**src/rtl/cfah_pkg.sv**
```systemverilog
// ----------------------------------------------------------------------------
// Case-folded Adler hash package
// Shared item type, hash constants and the per-byte arithmetic helpers.
// ----------------------------------------------------------------------------
`default_nettype none

package cfah_pkg;

  // Modulus of both running sums and the position of the high sum in the word.
  localparam logic [15:0] HashModulus = 16'd65521;
  localparam int unsigned HighShift   = 16;
  localparam int unsigned SumWidth    = 16;
  localparam int unsigned HashWidth   = 2 * SumWidth;

  // ASCII upper-case range and the offset to lower case.
  localparam logic [7:0] UpperFirst = 8'h41;
  localparam logic [7:0] UpperLast  = 8'h5A;
  localparam logic [7:0] CaseOffset = 8'h20;

  // One input item as held in the input register.
  typedef struct packed {
    logic       final_byte;
    logic [7:0] text_byte;
  } cfah_item_t;

  // Fold ASCII A to Z onto a to z; every other code passes unchanged.
  function automatic logic [7:0] fold_lower(input logic [7:0] b);
    logic [7:0] r;
    r = b;
    if (b >= UpperFirst && b <= UpperLast) begin
      r = b + CaseOffset;
    end
    return r;
  endfunction

  // Add two residues below the modulus with one conditional subtraction.
  function automatic logic [SumWidth-1:0] mod_add(input logic [SumWidth-1:0] a,
                                                  input logic [SumWidth-1:0] b);
    logic [SumWidth:0] s;
    s = {1'b0, a} + {1'b0, b};
    if (s >= {1'b0, HashModulus}) begin
      s = s - {1'b0, HashModulus};
    end
    return s[SumWidth-1:0];
  endfunction

endpackage

`default_nettype wire

```
**src/rtl/case_folded_adler_hash_top.sv**
```systemverilog
// ----------------------------------------------------------------------------
// Case-folded Adler hash, top level
// Hashes a byte string with two running sums modulo 65521 after folding
// ASCII upper case to lower case; emits one hash word per string.
//
//   Channel   Direction  tdata bits (low up)        Side bits
//   s_axis    in         [7:0] text_byte            tlast = final_byte
//   m_axis    out        [31:0] hash_word           none
//
// One byte is accepted every cycle while no final byte waits in the input
// register; a final byte loads its hash word into the result register at
// the edge where it leaves the input register, and the word is held there
// until the output side takes it.
// Throughput is set by the single sum-update path between the two registers.
// Reset is asynchronous and active low; it clears both sums and all valid bits.
// A final byte waits in the input register only while an untaken hash word
// still fills the result register; non-final bytes never wait on the output.
// ----------------------------------------------------------------------------
`default_nettype none

module case_folded_adler_hash_top (
  input  wire         clk_i,
  input  wire         rst_ni,
  // Input stream: tdata = text_byte[7:0]; tlast = final_byte.
  input  wire         s_axis_tvalid,
  output logic        s_axis_tready,
  input  wire  [7:0]  s_axis_tdata,
  input  wire         s_axis_tlast,
  // Output stream: tdata = hash_word[31:0].
  output logic        m_axis_tvalid,
  input  wire         m_axis_tready,
  output logic [31:0] m_axis_tdata
);

  cfah_pkg::cfah_item_t           in_item, st_item;
  logic                           st_valid;
  logic                           st_take;
  logic                           out_free;
  logic [cfah_pkg::HashWidth-1:0] hash_word;

  assign in_item.text_byte  = s_axis_tdata;
  assign in_item.final_byte = s_axis_tlast;

  // Input register.
  cfah_in_reg u_in_reg (
    .clk_i   (clk_i),
    .rst_ni  (rst_ni),
    .valid_i (s_axis_tvalid),
    .ready_o (s_axis_tready),
    .item_i  (in_item),
    .valid_o (st_valid),
    .take_i  (st_take),
    .item_o  (st_item)
  );

  // A held byte is consumed unless it is final and the result register is full and not being taken.
  assign st_take = st_valid && (!st_item.final_byte || out_free);

  // Running sums.
  cfah_accum u_accum (
    .clk_i  (clk_i),
    .rst_ni (rst_ni),
    .go_i   (st_take),
    .item_i (st_item),
    .hash_o (hash_word)
  );

  // Result register.
  cfah_out_reg u_out_reg (
    .clk_i   (clk_i),
    .rst_ni  (rst_ni),
    .load_i  (st_take && st_item.final_byte),
    .data_i  (hash_word),
    .free_o  (out_free),
    .valid_o (m_axis_tvalid),
    .ready_i (m_axis_tready),
    .data_o  (m_axis_tdata)
  );

endmodule

`default_nettype wire

```
**src/rtl/cfah_in_reg.sv**
```systemverilog
// ----------------------------------------------------------------------------
// Case-folded Adler hash input register
// Registers one incoming byte transaction and holds it until it is consumed.
// ----------------------------------------------------------------------------
`default_nettype none

module cfah_in_reg (
  input  wire                       clk_i,
  input  wire                       rst_ni,
  input  wire                       valid_i,
  output logic                      ready_o,
  input  wire cfah_pkg::cfah_item_t item_i,
  output logic                      valid_o,
  input  wire                       take_i,
  output cfah_pkg::cfah_item_t      item_o
);

  logic                 valid_d, valid_q;
  cfah_pkg::cfah_item_t item_q;

  // The stage is free when empty or when its item leaves this cycle.
  assign ready_o = !valid_q || take_i;

  always_comb begin
    valid_d = valid_q;
    if (ready_o) begin
      valid_d = valid_i;
    end
  end

  // Control bit under reset.
  always_ff @(posedge clk_i or negedge rst_ni) begin
    if (!rst_ni) begin
      valid_q <= 1'b0;
    end else begin
      valid_q <= valid_d;
    end
  end

  // Payload is loaded on every accepted transaction.
  always_ff @(posedge clk_i) begin
    if (ready_o && valid_i) begin
      item_q <= item_i;
    end
  end

  assign valid_o = valid_q;
  assign item_o  = item_q;

endmodule

`default_nettype wire

```
**src/rtl/cfah_accum.sv**
```systemverilog
// ----------------------------------------------------------------------------
// Case-folded Adler hash accumulator
// Holds the low and high running sums and updates them once per byte.
// ----------------------------------------------------------------------------
`default_nettype none

module cfah_accum (
  input  wire                               clk_i,
  input  wire                               rst_ni,
  input  wire                               go_i,
  input  wire cfah_pkg::cfah_item_t         item_i,
  output logic [cfah_pkg::HashWidth-1:0]    hash_o
);

  logic [cfah_pkg::SumWidth-1:0] low_sum_d, low_sum_q;
  logic [cfah_pkg::SumWidth-1:0] high_sum_d, high_sum_q;
  logic [cfah_pkg::SumWidth-1:0] low_next, high_next;

  // Fold the byte, add it to the low sum, then add the new low sum to the high sum.
  always_comb begin
    low_next  = cfah_pkg::mod_add(low_sum_q,
                                  {{(cfah_pkg::SumWidth-8){1'b0}},
                                   cfah_pkg::fold_lower(item_i.text_byte)});
    high_next = cfah_pkg::mod_add(high_sum_q, low_next);
  end

  assign hash_o = {high_next, low_next};

  // A final byte clears both sums for the next string.
  always_comb begin
    low_sum_d  = low_sum_q;
    high_sum_d = high_sum_q;
    if (go_i) begin
      if (item_i.final_byte) begin
        low_sum_d  = '0;
        high_sum_d = '0;
      end else begin
        low_sum_d  = low_next;
        high_sum_d = high_next;
      end
    end
  end

  always_ff @(posedge clk_i or negedge rst_ni) begin
    if (!rst_ni) begin
      low_sum_q  <= '0;
      high_sum_q <= '0;
    end else begin
      low_sum_q  <= low_sum_d;
      high_sum_q <= high_sum_d;
    end
  end

`ifndef ASSERT_OFF
  // Both sums stay proper residues.
  a_low_range: assert property (@(posedge clk_i) disable iff (!rst_ni)
    low_sum_q < cfah_pkg::HashModulus)
    else $error("low sum left the residue range");

  a_high_range: assert property (@(posedge clk_i) disable iff (!rst_ni)
    high_sum_q < cfah_pkg::HashModulus)
    else $error("high sum left the residue range");

  // A consumed final byte leaves both sums cleared.
  a_clear_on_final: assert property (@(posedge clk_i) disable iff (!rst_ni)
    go_i && item_i.final_byte |=> low_sum_q == '0 && high_sum_q == '0)
    else $error("sums not cleared after final byte");

  // Without a consumed byte the sums hold.
  a_hold_idle: assert property (@(posedge clk_i) disable iff (!rst_ni)
    !go_i |=> $stable(low_sum_q) && $stable(high_sum_q))
    else $error("sums changed without a byte");
`endif

endmodule

`default_nettype wire

```
**src/rtl/cfah_out_reg.sv**
```systemverilog
// ----------------------------------------------------------------------------
// Case-folded Adler hash result register
// Holds a finished hash word until the downstream side takes it.
// ----------------------------------------------------------------------------
`default_nettype none

module cfah_out_reg (
  input  wire                               clk_i,
  input  wire                               rst_ni,
  input  wire                               load_i,
  input  wire [cfah_pkg::HashWidth-1:0]     data_i,
  output logic                              free_o,
  output logic                              valid_o,
  input  wire                               ready_i,
  output logic [cfah_pkg::HashWidth-1:0]    data_o
);

  logic                           valid_d, valid_q;
  logic [cfah_pkg::HashWidth-1:0] data_q;

  // Room for a new word when empty or when the held word is taken now.
  assign free_o = !valid_q || ready_i;

  always_comb begin
    valid_d = valid_q;
    if (free_o) begin
      valid_d = load_i;
    end
  end

  always_ff @(posedge clk_i or negedge rst_ni) begin
    if (!rst_ni) begin
      valid_q <= 1'b0;
    end else begin
      valid_q <= valid_d;
    end
  end

  always_ff @(posedge clk_i) begin
    if (free_o && load_i) begin
      data_q <= data_i;
    end
  end

  assign valid_o = valid_q;
  assign data_o  = data_q;

endmodule

`default_nettype wire

```
**config.mk**
```make
export PLATFORM = sky130hd
export DESIGN_NAME = case_folded_adler_hash_top
export DESIGN_NICKNAME = d
export VERILOG_FILES = /design/src/rtl/cfah_pkg.sv /design/src/rtl/case_folded_adler_hash_top.sv /design/src/rtl/cfah_in_reg.sv /design/src/rtl/cfah_accum.sv /design/src/rtl/cfah_out_reg.sv
export SDC_FILE = /design/constraint.sdc
export NUM_CORES = 1
export LEC_CHECK = 0
export ABC_AREA = 1
export BUFFER_PORTS_ARGS = -buffer_cell sky130_fd_sc_hd__buf_2
export CAP_MARGIN = 10
export CORE_UTILIZATION = 33
export DETAILED_ROUTE_END_ITERATION = 10
export PLACE_DENSITY = 0.59
export SYNTH_ARGS = -nofsm -noshare
export SYNTH_HDL_FRONTEND = slang
export SYNTH_SLANG_ARGS = --single-unit
```
**constraint.sdc**
```tcl
create_clock -name clk_i -period 9.15 [get_ports clk_i]
set_input_delay 0.4575 -clock clk_i [delete_from_list [all_inputs] [get_ports clk_i]]
set_output_delay 0.4575 -clock clk_i [all_outputs]
set_load 0.05 [all_outputs]
```
==> summary.txt, run 1 <==
Power and ir drop
  – Peak supply drop: 0.110 mV
  – Clock power frac: 0.215
  – PwrDens: 315 nW/µm²
  – Switching power: 0.946 mW
  – Sw Ratio: 0.461
  – Seq pwr share: 0.236
  – Combinational Power Share: 0.549
  – Internal power: 1.10 mW
  – LEAKAGE: 3.45 nW

Floorplan
  – Die width: 133 µm
  – Die height: 133 µm
  – Row count: 47
  – Top-level I/O count: 47
  – Core ar.: 16,700 µm²
  – DIE AREA: 17,800 µm²
  – Initial Utilization: 0.340

Critical path
  – Critical Path AT: 6230 ps
  – Worst Path Buf+Inv: 3
  – CP Launch Type: flip-flop
  – Req. time, crit path: 9250 ps
  – R2R Setup Slk: 3020 ps
  – Worst path slowest cell: edfxtp_1
  – CP Class: flip-flop to flip-flop
  – Critical Path Stages: 33
  – R2R Path Start: u_in_reg.item_o[1]$_DFFE_PP_
  – FF-to-FF path depth: 33
  – Crit Reg-Reg Endpoint: u_out_reg.data_o[16]$_DFFE_PP_
  – Worst path max stage delay: 460 ps
  – CP top delay family: simple AND/OR/NAND/NOR gates
  – Crit. End Element: flip-flop
  – Critical Path Start: u_in_reg.item_o[1]$_DFFE_PP_
  – CP max FO: 18
  – Crit-path most repeated cell: nand2_1

Final layout
  – Layout area overhead: 14.6%
  – Layout fillers: 1,810
  – Final core occ: 0.390
  – Non-filler instance count after layout: 1,071
  – Final layout net count: 892
  – Antenna cells: 0
  – Share of layout cells above drive strength 1: 0.130

Place
  – Placed Cells: 1,055
  – GP Congestion: 0.881
  – DP HPWL: 10.8 mm
  – Port-buffer cells: 46

Clock network
  – Clock tree sinks: 75
  – CTS H-tree lvls: 3
  – CTS hold repair buffers: 0
  – Clk_lat worst skew: 350 ps
  – Maximum clock path buffer count: 2
  – Root Buffer: clkbuf_16
  – CTS tree: yes
  – Clk slew on worst S/H paths: 60 ps
  – CTS-repair resized insts: 0
  – Post-CTS Setup Bufs: 0
  – Cts bufs inserted: 9

Timing
  – Relative slew slack: 0.351
  – Final min period: 6130 ps
  – Final Slew Violations: 0
  – Period utilization: 0.670
  – Final setup TNS: 0 ps
  – Hold WS: 221 ps
  – # setup viols final: 0
  – Final hold vios: 0
  – Least-Margin Pin Slew: 970 ps
  – Skew final: 8.87 ps
  – Fmax achieved: 163 MHz
  – RSZ-0062 raised after global routing: false

Logic synthesis
  – Top-count cell post-synth: nand2_1
  – Dominant cell type by area after synthesis: edfxtp_1
  – Ys flop type: edfxtp_1
  – Cell Area, Synth: 5680 µm²
  – Synth top area cells: edfxtp_1 22%, nand2_1 19%, dfrtp_1 15%
  – Synth cell count leaders: 292 x nand2_1, 129 x inv_1, 78 x nand3_1
  – Post-synthesis sequential area ratio: 0.366
  – Post-synth EDFFs: 41
  – Synth warn: 0
  – Area share of the largest cell type after synthesis: 0.217
  – Fraction of registers with async set/reset: 0.453
  – Avg Cell Area, Syn: 7.12 µm²
  – #FFs+latches synth: 75
  – Synth cell types: 36
  – Synth Net Count: 844
  – Post-synthesis cell count: 798

Min path
  – Hold Path Class: input pin to asynchronous set/reset pin

Detailed routing
  – Initial DRC Count: 417
  – First-pass detailed-route iteration total: 5
  – Vias: 5,035
  – Remaining routing DRC violations: 0
  – WL final: 14.3 mm
  – WL per Instance: 13.3 µm
  – DRT antenna net count: 0
  – Vias/cell: 4.70

GRT
  – Global-route wire length before repair: 23.2 mm
  – Initial antenna violation count: 0
  – GRT overflow: 0
  – Vias in the first global route: 4,717
  – Gr usage total: 0.167
  – Largest net degree at the start of global routing: 35

Run status
  – Status: complete, no violations

Job
  – Maxcap violations: 0
per-stage QoR:
stage | area (µm²) | power (mW) | setup WS [ps]
2_1_floorplan | 5680 | 1.38 | 4310
3_3_place_gp | 6150 | 1.61 | 3120
3_5_place_dp | 6150 | 1.61 | 3090
4_1_cts | 6510 | 2.07 | 3030
5_1_grt | 6510 | 2.22 | 2390
6_report | 6510 | 2.05 | 3020
worst max path at each step:
stage	slack, ps	endpoint
after floorplan	4310	u_out_reg.data_o[16]$_DFFE_PP_
after global placement	3120	u_out_reg.data_o[16]$_DFFE_PP_
after detailed placement	3090	u_out_reg.data_o[16]$_DFFE_PP_
after CTS	3030	u_out_reg.data_o[16]$_DFFE_PP_
after global routing	2390	u_out_reg.data_o[16]$_DFFE_PP_
final	3020	u_out_reg.data_o[16]$_DFFE_PP_
placed cells by master (no fill, tap or decap), drive strengths merged, types with 3 or more instances in the layout:
master and n:
ha 31, nand3 84, xnor2 4, clkbuf 10
a21oi 16, o22ai 3, nand2 320, o21ai 3
buf 49, nand4 25, bufinv 4, xor2 15
inv 129, nor2 49, nand3b 9, nor3 4
edfxtp 41, dfrtp 34, and2 7
sequential cells by signal, summed over array words and instances, names as in the netlist:
signal,flops
u_accum.high_sum_q,16
u_accum.low_sum_q,16
u_in_reg.item_o,9
u_in_reg.valid_o,1
u_out_reg.data_o,32
u_out_reg.valid_o,1
layer usage:
layer,track usage,vias up,part of all wire
li1,-,2629,-
met3,0.0282,16,0.033
met5,0,-,0
met1,0.227,2286,0.50
met4,0.0581,0,0.015
met2,0.269,104,0.46
power groups by stage:
stage / logic (mW) / clock network, mW / registers (mW)
floorplan: 0.807 / 0 / 0.570
global placement: 1.11 / 0 / 0.492
detailed placement: 1.12 / 0 / 0.491
CTS: 1.13 / 0.451 / 0.486
global route: 1.27 / 0.465 / 0.491
finish: 1.13 / 0.441 / 0.484
cells by family (layout without fill, tap and decap cells):
| kind of cell | Yosys count | count (layout) | synth area share |
|---|---|---|---|
| AND/OR/NAND/NOR | 501 | 501 | 0.401 |
| flip-flops | 75 | 75 | 0.366 |
| XOR/XNOR | 19 | 19 | 0.0306 |
| AO/OA/AOI/OAI | 29 | 29 | 0.0299 |
| adder cells (fa/ha/maj) | 33 | 33 | 0.0753 |
| buffers and inverters | 141 | 194 | 0.0971 |
area by class of cell:
type / count / area, µm² / area share
Clock buffer: 10 / 229 / 0.0352
Timing Repair Buffer: 49 / 253 / 0.0388
Inverter: 129 / 484 / 0.0743
Multi-Input combinational cell: 582 / 3050 / 0.469
Clock inverter: 6 / 138 / 0.0211
Sequential cell: 75 / 2080 / 0.320
Tap cell: 220 / 275 / 0.0423
worst register-to-register path: cells and delay by family (launching register included):
family	cells	cell delay [ps]
AOI/OAI and AO/OA	2	330
xor gates and xnor gates	1	250
adders and majority gates	3	900
buffers and inverters	3	260
DFF	1	460
and+or+nand+nor	24	3690
Power figures use the tool's default switching activity.
==> run 2, diff against run 1 <==
--- a/config.mk
+++ b/config.mk
@@ -10,7 +10,7 @@
 export CAP_MARGIN = 10
 export CORE_UTILIZATION = 33
 export DETAILED_ROUTE_END_ITERATION = 10
-export PLACE_DENSITY = 0.59
+export PLACE_DENSITY = 0.61
 export SYNTH_ARGS = -nofsm -noshare
 export SYNTH_HDL_FRONTEND = slang
 export SYNTH_SLANG_ARGS = --single-unit
==> constraint.sdc (replaced) <==
create_clock -name clk_i -period 5.6 [get_ports clk_i]
set_input_delay 0.28 -clock clk_i [delete_from_list [all_inputs] [get_ports clk_i]]
set_output_delay 0.28 -clock clk_i [all_outputs]
set_load 0.05 [all_outputs]
==> summary.txt, run 2 (synthesis results as in run 1) <==
Run status
  – Status: complete, no violations

Power and ir drop
  – Peak supply drop: 0.220 mV (+100%)
  – Internal power: 1.71 mW (+55%)
  – Combinational Power Share: 0.579 (+0.030)
  – Clock power frac: 0.180 (-0.035)
  – PwrDens: 486 nW/µm² (+54%)
  – LEAKAGE: 3.59 nW (+4.0%)
  – Sw Ratio: 0.479 (+0.0180)
  – Switching power: 1.57 mW (+66%)
  – Seq pwr share: 0.241 (+0.005)

Clock network
  – Maximum clock path buffer count: 2 (unchanged)
  – Cts bufs inserted: 9 (unchanged)
  – CTS hold repair buffers: 0 (unchanged)
  – Clock tree sinks: 75 (unchanged)
  – Root Buffer: clkbuf_16
  – Clk slew on worst S/H paths: 60 ps (about the same)
  – Clk_lat worst skew: 350 ps (about the same)
  – CTS tree: yes
  – CTS H-tree lvls: 3 (unchanged)

Timing
  – Fmax achieved: 192 MHz (+17%)
  – Final min period: 5220 ps (-912 ps)
  – Least-Margin Pin Slew: 885 ps (-85.2 ps)
  – Period utilization: 0.932 (+0.262)
  – Final Slew Violations: 0 (unchanged)
  – Relative slew slack: 0.410 (+0.0588)
  – Final hold vios: 0 (unchanged)
  – Skew final: 9.23 ps (+0.360 ps)
  – # setup viols final: 0 (unchanged)
  – Final setup TNS: 0 ps (unchanged)

Critical path
  – R2R Path Start: u_in_reg.item_o[0]$_DFFE_PP_
  – CP Launch Type: flip-flop
  – Worst Path Buf+Inv: 5 (+2)
  – CP Class: flip-flop to flip-flop
  – Critical Path AT: 5460 ps (-770 ps)
  – CP max FO: 10 (-8)
  – Critical Path Start: u_in_reg.item_o[0]$_DFFE_PP_
  – Req. time, crit path: 5840 ps (-3410 ps)
  – Crit path to: u_accum.high_sum_q[5]$_DFFE_PN0P_
  – Crit-path most repeated cell: nand2_1
  – Crit Reg-Reg Endpoint: u_accum.high_sum_q[5]$_DFFE_PN0P_
  – Worst path max stage delay: 440 ps (-20 ps)
  – Worst path slowest cell: edfxtp_1
  – R2R Setup Slk: 380 ps (-2640 ps)
  – FF-to-FF path depth: 32 (-3.0%)
  – Crit. End Element: flip-flop
  – Critical Path Stages: 32 (-3.0%)
  – CP top delay family: simple AND/OR/NAND/NOR gates

Floorplan
  – Row count: 47 (unchanged)
  – Top-level I/O count: 47 (unchanged)
  – Initial Utilization: 0.340 (unchanged)
  – Die width: 133 µm (unchanged)
  – Core ar.: 16,700 µm² (unchanged)
  – Die height: 133 µm (unchanged)
  – DIE AREA: 17,800 µm² (unchanged)

Final layout
  – Max reg flops: 32 (unchanged)
  – Non-filler instance count after layout: 1,101 (+2.8%)
  – Most common cell after layout, fill and taps aside: nand2_1
  – Layout area overhead: 18.8%
  – Antenna cells: 0 (unchanged)
  – Final layout net count: 922 (+3.4%)
  – Share of layout cells above drive strength 1: 0.177 (+0.0466)
  – Register area: 2080 µm² (unchanged)
  – Commonest non-fill, non-tap cells in the layout: 287 x nand2_1, 128 x inv_1, 76 x nand3_1, 46 x buf_2, 41 x edfxtp_1
  – Multi-input logic area: 3130 µm² (+2.7%)
  – Layout fillers: 1,775 (-1.9%)

GRT
  – Vias in the first global route: 4,773 (+1.2%)
  – Global-route wire length before repair: 23.9 mm (+3.0%)
  – Largest net degree at the start of global routing: 35 (unchanged)
  – Initial antenna violation count: 0 (unchanged)
  – Gr usage total: 0.173 (+0.00610)
  – GRT overflow: 0 (unchanged)

Detailed routing
  – WL final: 14.8 mm (+3.9%)
  – First-pass detailed-route iteration total: 4 (-1)
  – Remaining routing DRC violations: 0 (unchanged)
  – Vias/cell: 4.67 (-0.68%)
  – Initial DRC Count: 325 (-22%)
  – DRT antenna net count: 0 (unchanged)
  – Vias: 5,141 (+2.1%)
  – WL per Instance: 13.5 µm (+1.1%)

Job
  – Maxcap violations: 0 (unchanged)

Place
  – DP HPWL: 11.2 mm (+3.6%)
  – Placed Cells: 1,076 (+2.0%)
  – GP Congestion: 0.919 (+4.3%)
  – Port-buffer cells: 46 (unchanged)

Min path
  – Hold Path Class: input pin to asynchronous set/reset pin
==> run 2: worst reg2reg max path, delay by kind of cell (launching register included) <==
kind / cells / cell delay [ps]
DFF: 1 / 440
and+or+nand+nor: 22 / 2570
adders and majority gates: 4 / 1240
buffers and inverters: 5 / 640
xor gates and xnor gates: 1 / 210
==> run 2: layer usage <==
layer  share of wire  wire length (µm)  up-vias  track usage
met2            0.45              6720      110        0.273
met5               0                 0        -            0
met3           0.042               621       15       0.0270
met4           0.017               258        0       0.0707
li1                -                 -     2694            -
met1            0.49              7220     2322        0.237
==> run 2: worst min path at each step <==
stage	cells past startpoint	end	from	slack [ps]
4_1_cts	1	u_accum.low_sum_q[11]$_DFFE_PN0P_	rst_ni	80
3_5_place_dp	1	u_in_reg.item_o[2]$_DFFE_PP_	s_axis_tdata[2]	460
2_1_floorplan	0	u_accum.high_sum_q[0]$_DFFE_PN0P_	rst_ni	-20
3_3_place_gp	1	u_accum.low_sum_q[11]$_DFFE_PN0P_	rst_ni	460
6_report	1	u_accum.low_sum_q[10]$_DFFE_PN0P_	rst_ni	40
5_1_grt	1	u_in_reg.item_o[0]$_DFFE_PP_	s_axis_tdata[0]	80
==> run 2: cell type report <==
cell class	instances	area share
multi-input cells	583	0.464
flip-flops and latches	75	0.308
inverters	129	0.0717
repair buffers	78	0.0715
well taps	220	0.0408
clock buffers	9	0.0334
clock inverters	7	0.0100
==> run 2: power groups by stage <==
stage / clock network (mW) / logic (mW) / registers, mW
after floorplan: 0 / 1.32 / 0.931
after global placement: 0 / 1.81 / 0.803
after detailed placement: 0 / 1.82 / 0.802
after CTS: 0.603 / 1.84 / 0.793
after global routing: 0.626 / 2.15 / 0.803
final: 0.589 / 1.90 / 0.791
==> run 2: what timing repair did <==
action,4_1_cts,5_1_grt
buffers inserted,0,8
setup endpoints to repair,0,32
resized for setup,0,21
==> run 2: through the flow <==
stage | total power, mW | worst slack, ps | utilization | hold slack [ps] | area [µm²]
CTS | 3.23 | 172 | 0.396 | 82.0 | 6610
global placement | 2.62 | 242 | 0.378 | 459 | 6320
global route | 3.58 | -19.6 | 0.404 | 82.1 | 6750
floorplan | 2.25 | 758 | - | -15.6 | 5680
detailed placement | 2.62 | 191 | 0.378 | 458 | 6320
finish | 3.28 | 383 | 0.404 | 42.5 | 6750
==> run 3, diff against run 2 <==
==> constraint.sdc (replaced) <==
create_clock -name clk_i -period 4.3 [get_ports clk_i]
set_input_delay 0.215 -clock clk_i [delete_from_list [all_inputs] [get_ports clk_i]]
set_output_delay 0.215 -clock clk_i [all_outputs]
set_load 0.05 [all_outputs]
==> summary.txt, run 3 (synthesis results as in run 1) <==
Run status
  – Status: finished with violations
  – Failing checks: setup timing

Timing
  – Final hold vios: 0 (unchanged)
  – Least-Margin Pin Slew: 920 ps (+35.5 ps)
  – Relative slew slack: 0.386 (-0.0237)
  – Final setup margin: -582 ps (-965 ps)
  – Final setup TNS: -16,690 ps (-16,690 ps)
  – Skew final: 10.6 ps (+1.35 ps)
  – Fmax achieved: 205 MHz (+6.9%)
  – Period utilization: 1.14 (+0.204)
  – RSZ-0062 raised after global routing: true
  – Final Slew Violations: 0 (unchanged)
  – # setup viols final: 32 (+32)
  – Final min period: 4880 ps (-335 ps)

Final layout
  – Register area: 2080 µm² (unchanged)
  – Final layout net count: 1,075 (+17%)
  – Commonest non-fill, non-tap cells in the layout: 248 x nand2_1, 179 x buf_4, 115 x inv_1, 65 x nand3_1, 64 x nand2_2
  – Most common cell after layout, fill and taps aside: nand2_1
  – Antenna cells: 0 (unchanged)
  – Multi-input logic area: 3610 µm² (+15%)
  – Max reg flops: 32 (unchanged)
  – Layout area overhead: 48.3%
  – Share of layout cells above drive strength 1: 0.398 (+0.221)
  – Final core occ: 0.505 (+0.100)
  – Non-filler instance count after layout: 1,254 (+14%)
  – Layout fillers: 1,623 (-8.6%)

Critical path
  – CP Class: flip-flop to flip-flop
  – Critical Path Stages: 36 (+13%)
  – CP top delay family: simple AND/OR/NAND/NOR gates
  – Worst path max stage delay: 420 ps (-20 ps)
  – Crit Reg-Reg Endpoint: u_out_reg.data_o[17]$_DFFE_PP_
  – Crit-path most repeated cell: nand2_2
  – Critical Path AT: 4990 ps (-470 ps)
  – Worst Path Buf+Inv: 6 (+1)
  – Crit path to: u_out_reg.data_o[17]$_DFFE_PP_
  – Crit. End Element: flip-flop
  – Req. time, crit path: 4400 ps (-1440 ps)
  – Critical Path Start: u_in_reg.item_o[1]$_DFFE_PP_
  – R2R Path Start: u_in_reg.item_o[1]$_DFFE_PP_
  – R2R Setup Slk: -580 ps (-960 ps)
  – FF-to-FF path depth: 36 (+13%)
  – Worst path slowest cell: edfxtp_1
  – CP max FO: 8 (-2)
  – CP Launch Type: flip-flop

Place
  – DP HPWL: 12.1 mm (+7.8%)
  – GP Congestion: 0.904 (-1.6%)
  – Placed Cells: 1,204 (+12%)
  – Post-Place Setup Slack: -870 ps (-1060 ps)
  – Port-buffer cells: 46 (unchanged)

Clock network
  – Clock tree sinks: 75 (unchanged)
  – CTS hold repair buffers: 0 (unchanged)
  – Clk slew on worst S/H paths: 70 ps (about the same)
  – CTS H-tree lvls: 3 (unchanged)
  – Root Buffer: clkbuf_16
  – Maximum clock path buffer count: 2 (unchanged)
  – CTS tree: yes
  – Cts bufs inserted: 9 (unchanged)
  – Clk_lat worst skew: 350 ps (about the same)

Job
  – Maxcap violations: 0 (unchanged)

Detailed routing
  – DRT antenna net count: 0 (unchanged)
  – First-pass detailed-route iteration total: 5 (+1)
  – WL per Instance: 13.2 µm (-2.0%)
  – Remaining routing DRC violations: 0 (unchanged)
  – Vias: 5,848 (+14%)
  – Initial DRC Count: 300 (-7.7%)
  – WL final: 16.5 mm (+12%)
  – Vias/cell: 4.66 (-0.13%)

GRT
  – Largest net degree at the start of global routing: 35 (unchanged)
  – GRT overflow: 0 (unchanged)
  – Gr usage total: 0.191 (+0.0171)
  – Vias in the first global route: 5,613 (+18%)
  – Initial antenna violation count: 0 (unchanged)
  – Global-route wire length before repair: 26.7 mm (+12%)

Power and ir drop
  – PwrDens: 670 nW/µm² (+38%)
  – Peak supply drop: 0.326 mV (+48%)
  – LEAKAGE: 4.41 nW (+23%)
  – Overall power: 5.65 mW (+72%)

Floorplan
  – Row count: 47 (unchanged)
  – Top-level I/O count: 47 (unchanged)
  – Die width: 133 µm (unchanged)
  – Initial Utilization: 0.340 (unchanged)
  – Core ar.: 16,700 µm² (unchanged)
  – DIE AREA: 17,800 µm² (unchanged)
  – Die height: 133 µm (unchanged)

Min path
  – Hold Path Class: input pin to asynchronous set/reset pin
==> run 3: cell types whose count changed in the layout (fill, tap and decap cells not counted), moves of 8 or more <==
cell,previous run,this run
buf_4,31,179
nand2_1,287,248
nand2_2,32,64
inv_1,128,115
nor2_1,37,24
ha_4,0,12
inv_2,1,13
ha_1,30,19
nand3_1,76,65
nor2_2,8,16
==> run 3: how the worst min path moves through the flow <==
| stage | to | slack [ps] | cells after the start |
|---|---|---|---|
| 2_1_floorplan | u_accum.high_sum_q[0]$_DFFE_PN0P_ | -80 | 0 |
| 3_3_place_gp | u_accum.low_sum_q[12]$_DFFE_PN0P_ | 380 | 1 |
| 3_5_place_dp | u_accum.low_sum_q[12]$_DFFE_PN0P_ | 390 | 1 |
| 4_1_cts | u_accum.high_sum_q[8]$_DFFE_PN0P_ | 20 | 1 |
| 5_1_grt | u_in_reg.item_o[1]$_DFFE_PP_ | 20 | 1 |
| 6_report | u_accum.low_sum_q[12]$_DFFE_PN0P_ | 6 | 1 |
==> run 3: what timing repair did <==
action                                  4_1_cts  5_1_grt
buffers inserted                             18       13
gates resized for setup                      66       59
gates cloned                                  1        2
pin swaps                                    42       30
endpoints found under the setup margin       32       32
==> run 3: cell type report <==
class / instances / area share
Tap cell: 220 / 0.0327
Clock inverter: 7 / 0.00891
Clock buffer: 9 / 0.0267
Sequential cell: 75 / 0.247
Timing Repair Buffer: 231 / 0.199
Multi-Input combinational cell: 583 / 0.428
Inverter: 129 / 0.0577
==> run 3: per-layer routing <==
| metal | vias up | global-route usage | routed length [µm] |
|---|---|---|---|
| li1 | 3006 | - | - |
| met1 | 2691 | 0.255 | 7740 |
| met2 | 127 | 0.313 | 7820 |
| met3 | 24 | 0.0205 | 621 |
| met4 | 0 | 0.0795 | 349 |
| met5 | - | 0 | 0 |
==> run 3: where the power goes <==
part,internal [mW],switching (mW)
Combinational,1.76,2.07
Clock,0.452,0.322
Sequential,0.949,0.0891
Total,3.16,2.48
==> run 3: per-stage QoR <==
step           hold WS [ps]  area, µm²
2_1_floorplan         -80.6       5770
3_3_place_gp            384       7370
3_5_place_dp            393       7370
4_1_cts                20.2       8080
5_1_grt                23.7       8430
6_report               5.89       8430
